$ cat config.mk
export PLATFORM = sky130hd
export DESIGN_NAME = hmn_ctrl
export DESIGN_NICKNAME = d
export VERILOG_FILES = /design/src/hw/rtl/hmn_pkg.sv /design/src/hw/rtl/hmn_ctrl.sv
export SDC_FILE = /design/constraint.sdc
export NUM_CORES = 1
export LEC_CHECK = 0
export ABC_AREA = 1
export BUFFER_PORTS_ARGS = -buffer_cell sky130_fd_sc_hd__clkbuf_2
export CAP_MARGIN = 20
export CORE_AREA = 2 2 39 41
export DETAILED_ROUTE_END_ITERATION = 10
export DIE_AREA = 0 0 41 43
export GPL_TIMING_DRIVEN = 0
export PLACE_DENSITY_LB_ADDON = 0.2
export SYNTH_ARGS = -nofsm -noshare
export SYNTH_HDL_FRONTEND = slang
export SYNTH_SLANG_ARGS = --single-unit
$ cat constraint.sdc
create_clock -name clk -period 1.4 [get_ports clk]
set_input_delay 0.14 -clock clk [delete_from_list [all_inputs] [get_ports clk]]
set_output_delay 0.14 -clock clk [all_outputs]
set_load 0.005 [all_outputs]
$ cat src/hw/rtl/hmn_pkg.sv
// ----------------------------------------------------------------------------
// hmn_pkg
// Shared types and constants for the height-map normal stream.
// ----------------------------------------------------------------------------
package hmn_pkg;

  localparam int MAX_GRID = 128;
  localparam int ADDR_W   = 7;
  localparam int H_W      = 16;
  localparam int Q_W      = 15;
  localparam int S_W      = 34;
  localparam logic [7:0]   GRID_MIN  = 8'd3;
  localparam logic [7:0]   GRID_MAX  = 8'd128;
  localparam logic [7:0]   GRID_RST  = 8'd100;
  localparam logic [16:0]  NY_MAG    = 17'd512;
  localparam logic [S_W-1:0] NY_SQ   = 34'd262144;
  localparam logic [Q_W-1:0] ONE_Q14 = 15'd16384;

  localparam logic [1:0] COMP_X = 2'd0;
  localparam logic [1:0] COMP_Y = 2'd1;
  localparam logic [1:0] COMP_Z = 2'd2;

  typedef enum logic [3:0] {
    OP_NONE,
    OP_ACCEPT,
    OP_RD0,
    OP_RD1,
    OP_WR,
    OP_SQX,
    OP_SQZ,
    OP_MAG,
    OP_MID,
    OP_PL,
    OP_PH,
    OP_QSAVE,
    OP_EMIT1,
    OP_EMIT2,
    OP_ADV
  } dp_op_t;

  typedef struct packed {
    dp_op_t     op;
    logic [1:0] comp;
  } dp_cmd_t;

  typedef struct packed {
    logic row_zero;
    logic border;
    logic last_row;
    logic done;
    logic out_free;
  } dp_status_t;

endpackage

$ cat src/hw/rtl/hmn_ctrl.sv
// ----------------------------------------------------------------------------
// hmn_ctrl
// Sequencer: line store access, squared norm, per-component unit-length search.
// ----------------------------------------------------------------------------
module hmn_ctrl (
  input  logic                clk,
  input  logic                rst,
  input  logic                in_valid,
  output logic                in_stall,
  input  hmn_pkg::dp_status_t status,
  output hmn_pkg::dp_cmd_t    cmd
);
  import hmn_pkg::*;

  typedef enum logic [3:0] {
    S_IDLE, S_RD0, S_RD1, S_WR, S_SQX, S_SQZ, S_MAG, S_MID, S_PL, S_PH,
    S_EMIT1, S_EMIT2, S_ADV
  } state_t;

  state_t     state;
  logic [1:0] comp;

  assign in_stall = (state != S_IDLE);

  always_comb begin
    cmd.comp = comp;
    cmd.op   = OP_NONE;
    case (state)
      S_IDLE:  cmd.op = in_valid ? OP_ACCEPT : OP_NONE;
      S_RD0:   cmd.op = OP_RD0;
      S_RD1:   cmd.op = OP_RD1;
      S_WR:    cmd.op = OP_WR;
      S_SQX:   cmd.op = OP_SQX;
      S_SQZ:   cmd.op = OP_SQZ;
      S_MAG:   cmd.op = OP_MAG;
      S_MID:   cmd.op = status.done ? OP_QSAVE : OP_MID;
      S_PL:    cmd.op = OP_PL;
      S_PH:    cmd.op = OP_PH;
      S_EMIT1: cmd.op = status.out_free ? OP_EMIT1 : OP_NONE;
      S_EMIT2: cmd.op = status.out_free ? OP_EMIT2 : OP_NONE;
      S_ADV:   cmd.op = OP_ADV;
      default: cmd.op = OP_NONE;
    endcase
  end

  always_ff @(posedge clk) begin
    if (rst) begin
      state <= S_IDLE;
      comp  <= COMP_X;
    end else begin
      case (state)
        S_IDLE: begin
          if (in_valid) state <= S_RD0;
        end
        S_RD0: state <= S_RD1;
        S_RD1: state <= S_WR;
        S_WR: begin
          if (status.row_zero) state <= S_ADV;
          else if (status.border) state <= S_EMIT1;
          else state <= S_SQX;
        end
        S_SQX: state <= S_SQZ;
        S_SQZ: begin
          comp  <= COMP_X;
          state <= S_MAG;
        end
        S_MAG: state <= S_MID;
        S_MID: begin
          if (status.done) begin
            if (comp == COMP_Z) begin
              state <= S_EMIT1;
            end else begin
              comp  <= comp + 2'd1;
              state <= S_MAG;
            end
          end else begin
            state <= S_PL;
          end
        end
        S_PL: state <= S_PH;
        S_PH: state <= S_MID;
        S_EMIT1: begin
          if (status.out_free) state <= status.last_row ? S_EMIT2 : S_ADV;
        end
        S_EMIT2: begin
          if (status.out_free) state <= S_ADV;
        end
        S_ADV: state <= S_IDLE;
        default: state <= S_IDLE;
      endcase
    end
  end

endmodule

==> qor.yml <==
status: "finished with violations"
violations: "negative setup slack"
fin_crit_sh: 1.07
ys_ff_latch: 6
synth_area_um2: 520
layout_commonest_cell: "nor2_1"
ios: 15
ctsLongestPathBuffers: 2
tns_ns: -0.155
post-dp-hpwl_mm: 1.05
cp-end-kind: "output pin"
die_x_um: 41
powerDensity_mw_per_mm2: 820
fmax_mhz: 670
synth.avg_cell_area_um2: 5.54
share_comb_of_total_power: 0.365
cts_made_buffers: 3
swShare: 0.360
core_area_mm2: 0.00138
cap_violations: 0
rows: 14
num_vias: 668
fin_ws_ns: -0.0934
port_buffers: 14
required_ns: 1.26
gp_congestion: 0.801
p_sw_mw: 0.210
syn_inst: 94
leakagePower_nw: 0.388
route.met3.wl_um: 59
setup_viol: 3
final_cell_mix: "nor2_1, nand2_1, clkbuf_2"
grt_pass1_vias: 593
n_antenna_cell: 0
seq_power_share: 0.379
intPower_mw: 0.374
crit_path_max_fanout: 5
rsz0062_at_grt: "true"
fp.dieH_um: 43
skew_ns: 0.00322
routedWlPerCell_um: 10.8
clk_transition_reported_paths_ns: 0.04
drtIter0Drc: 22
clockRootBuffer: "clkbuf_4"
ir_drop_mv: 0.498
areaGrowthSynthToFinish_pct: 36.8
start_util: 0.376
syn-num-nets: 103
start_kind: "register"
drc: 0
nNetsFinal: 125
grt_max_degree: 8
clock_latency_ns: 0.24
drive_above_1_share: 0.342
routed.top_layer: "met3"
utilization: 0.514
vias_per_cell: 5.14
ant_nets: 0
rrSetupSlack_ns: 0.11
final-hold-violation-count: 0
fp.dieArea_mm2: 0.00176
totalWireLength_mm: 1.40
postCtsHoldBufs: 0
clock_sinks: 6
slew_violations: 0
detail_route.first_pass.iterations: 4
grtUsageTotal: 0.185
worst_slew_pin_slew_ns: 0.233
wl_met1_um: 616
period_needed_ns: 1.49
slew_headroom: 0.843
synth_warnings: 0
grt-ovfl-total: 0
hold_class: "in2reg"
crit_type: "reg2out"
p_clk_frac: 0.256
ys_seq_area_frac: 0.231
cts_max_level: 1
crit_arrival_ns: 1.35
synth.distinct_cells: 17
tritoncts: "built"
grt_pass1_wl_mm: 2.25
wl_met2_um: 722
antenna_found_initial: 0
[sequential cells by signal (all words and copies together) (netlist names)]
register and flops:
state 4, comp 2
[synthesized netlist by cell type]
master    number  area [µm²]
nand2_1       23        86.3
nor2_1        22        82.6
inv_1         13        48.8
o21ai_0        8        40.0
a21oi_1        6        30.0
dfxtp_1        6         120
nand3_1        5        25.0
nor3_1         2        10.0
a221oi_1       1        8.76
ha_1           1        12.5
inv_2          1        3.75
nand2_4        1        11.3
nand4_1        1        6.26
nor2_2         1        6.26
nor3_4         1        16.3
nor4_1         1        6.26
or3_1          1        6.26
[routing by layer]
metal | vias to the layer above | GRT usage
li1 | 348 | -
met4 | 0 | 0.0800
met3 | 0 | 0.0314
met1 | 299 | 0.224
met2 | 21 | 0.303
met5 | - | 0
[final timing paths]
check                                           start                     to  cells past startpoint
worst max-delay path            state[2]$_SDFFE_PP0P_                 cmd[4]                      5
worst min-delay path                              rst  state[1]$_SDFFE_PP0P_                      2
worst max register to register  state[2]$_SDFFE_PP0P_  state[2]$_SDFFE_PP0P_                      7
worst min register to register   comp[0]$_SDFFE_PP0P_   comp[0]$_SDFFE_PP0P_                      2
[cell type report]
type	count	area, µm²
tap	16	20.0
fill	151	672
sequential	6	135
multi-input combinational	74	384
clock buffer	3	22.5
timing repair buffer	17	92.6
inverter	14	57.6
[power by group through the flow]
stage / logic (mW) / registers (mW) / clock network [mW]
6_report: 0.213 / 0.221 / 0.149
5_1_grt: 0.236 / 0.223 / 0.169
4_1_cts: 0.201 / 0.219 / 0.160
3_5_place_dp: 0.186 / 0.215 / 0
3_3_place_gp: 0.189 / 0.214 / 0
2_1_floorplan: 0.126 / 0.208 / 0
[kinds of logic (layout without fill, tap and decap cells)]
group                      Yosys count  count (layout)  synth area share
adders and majority gates            1               1            0.0240
buffers and inverters               14              34             0.101
and+or+nand+nor                     58              58             0.493
DFF                                  6               6             0.231
AOI/OAI and AO/OA                   15              15             0.151
[per-stage QoR]
| step | setup slack, ns | instance area, µm² | power, mW | hold slack (ns) | instances |
|---|---|---|---|---|---|
| after floorplan | 0.224 | 520 | 0.334 | 0.209 | 94 |
| after global placement | 0.0450 | 611 | 0.403 | 0.353 | 124 |
| after global routing | -0.160 | 712 | 0.628 | 0.0960 | 130 |
| after CTS | -0.0889 | 694 | 0.580 | 0.0835 | 129 |
| final | -0.0934 | 712 | 0.584 | 0.0911 | 130 |
| after detailed placement | 0.0256 | 611 | 0.401 | 0.350 | 124 |
[what timing repair did]
action,4_1_cts,5_1_grt
pin swaps,2,3
resized for setup,20,4
buffers inserted,2,1
gates cloned,0,0
endpoints found under the setup margin,4,4
[critical path, cell delays in order (launching register included)]
cell,delay (ns)
dfxtp_4,0.36
buf_4,0.14
nand2_4,0.08
a21oi_1,0.06
or3_1,0.35
clkbuf_2,0.12
Note: power is estimated with default switching activity, not from simulation.
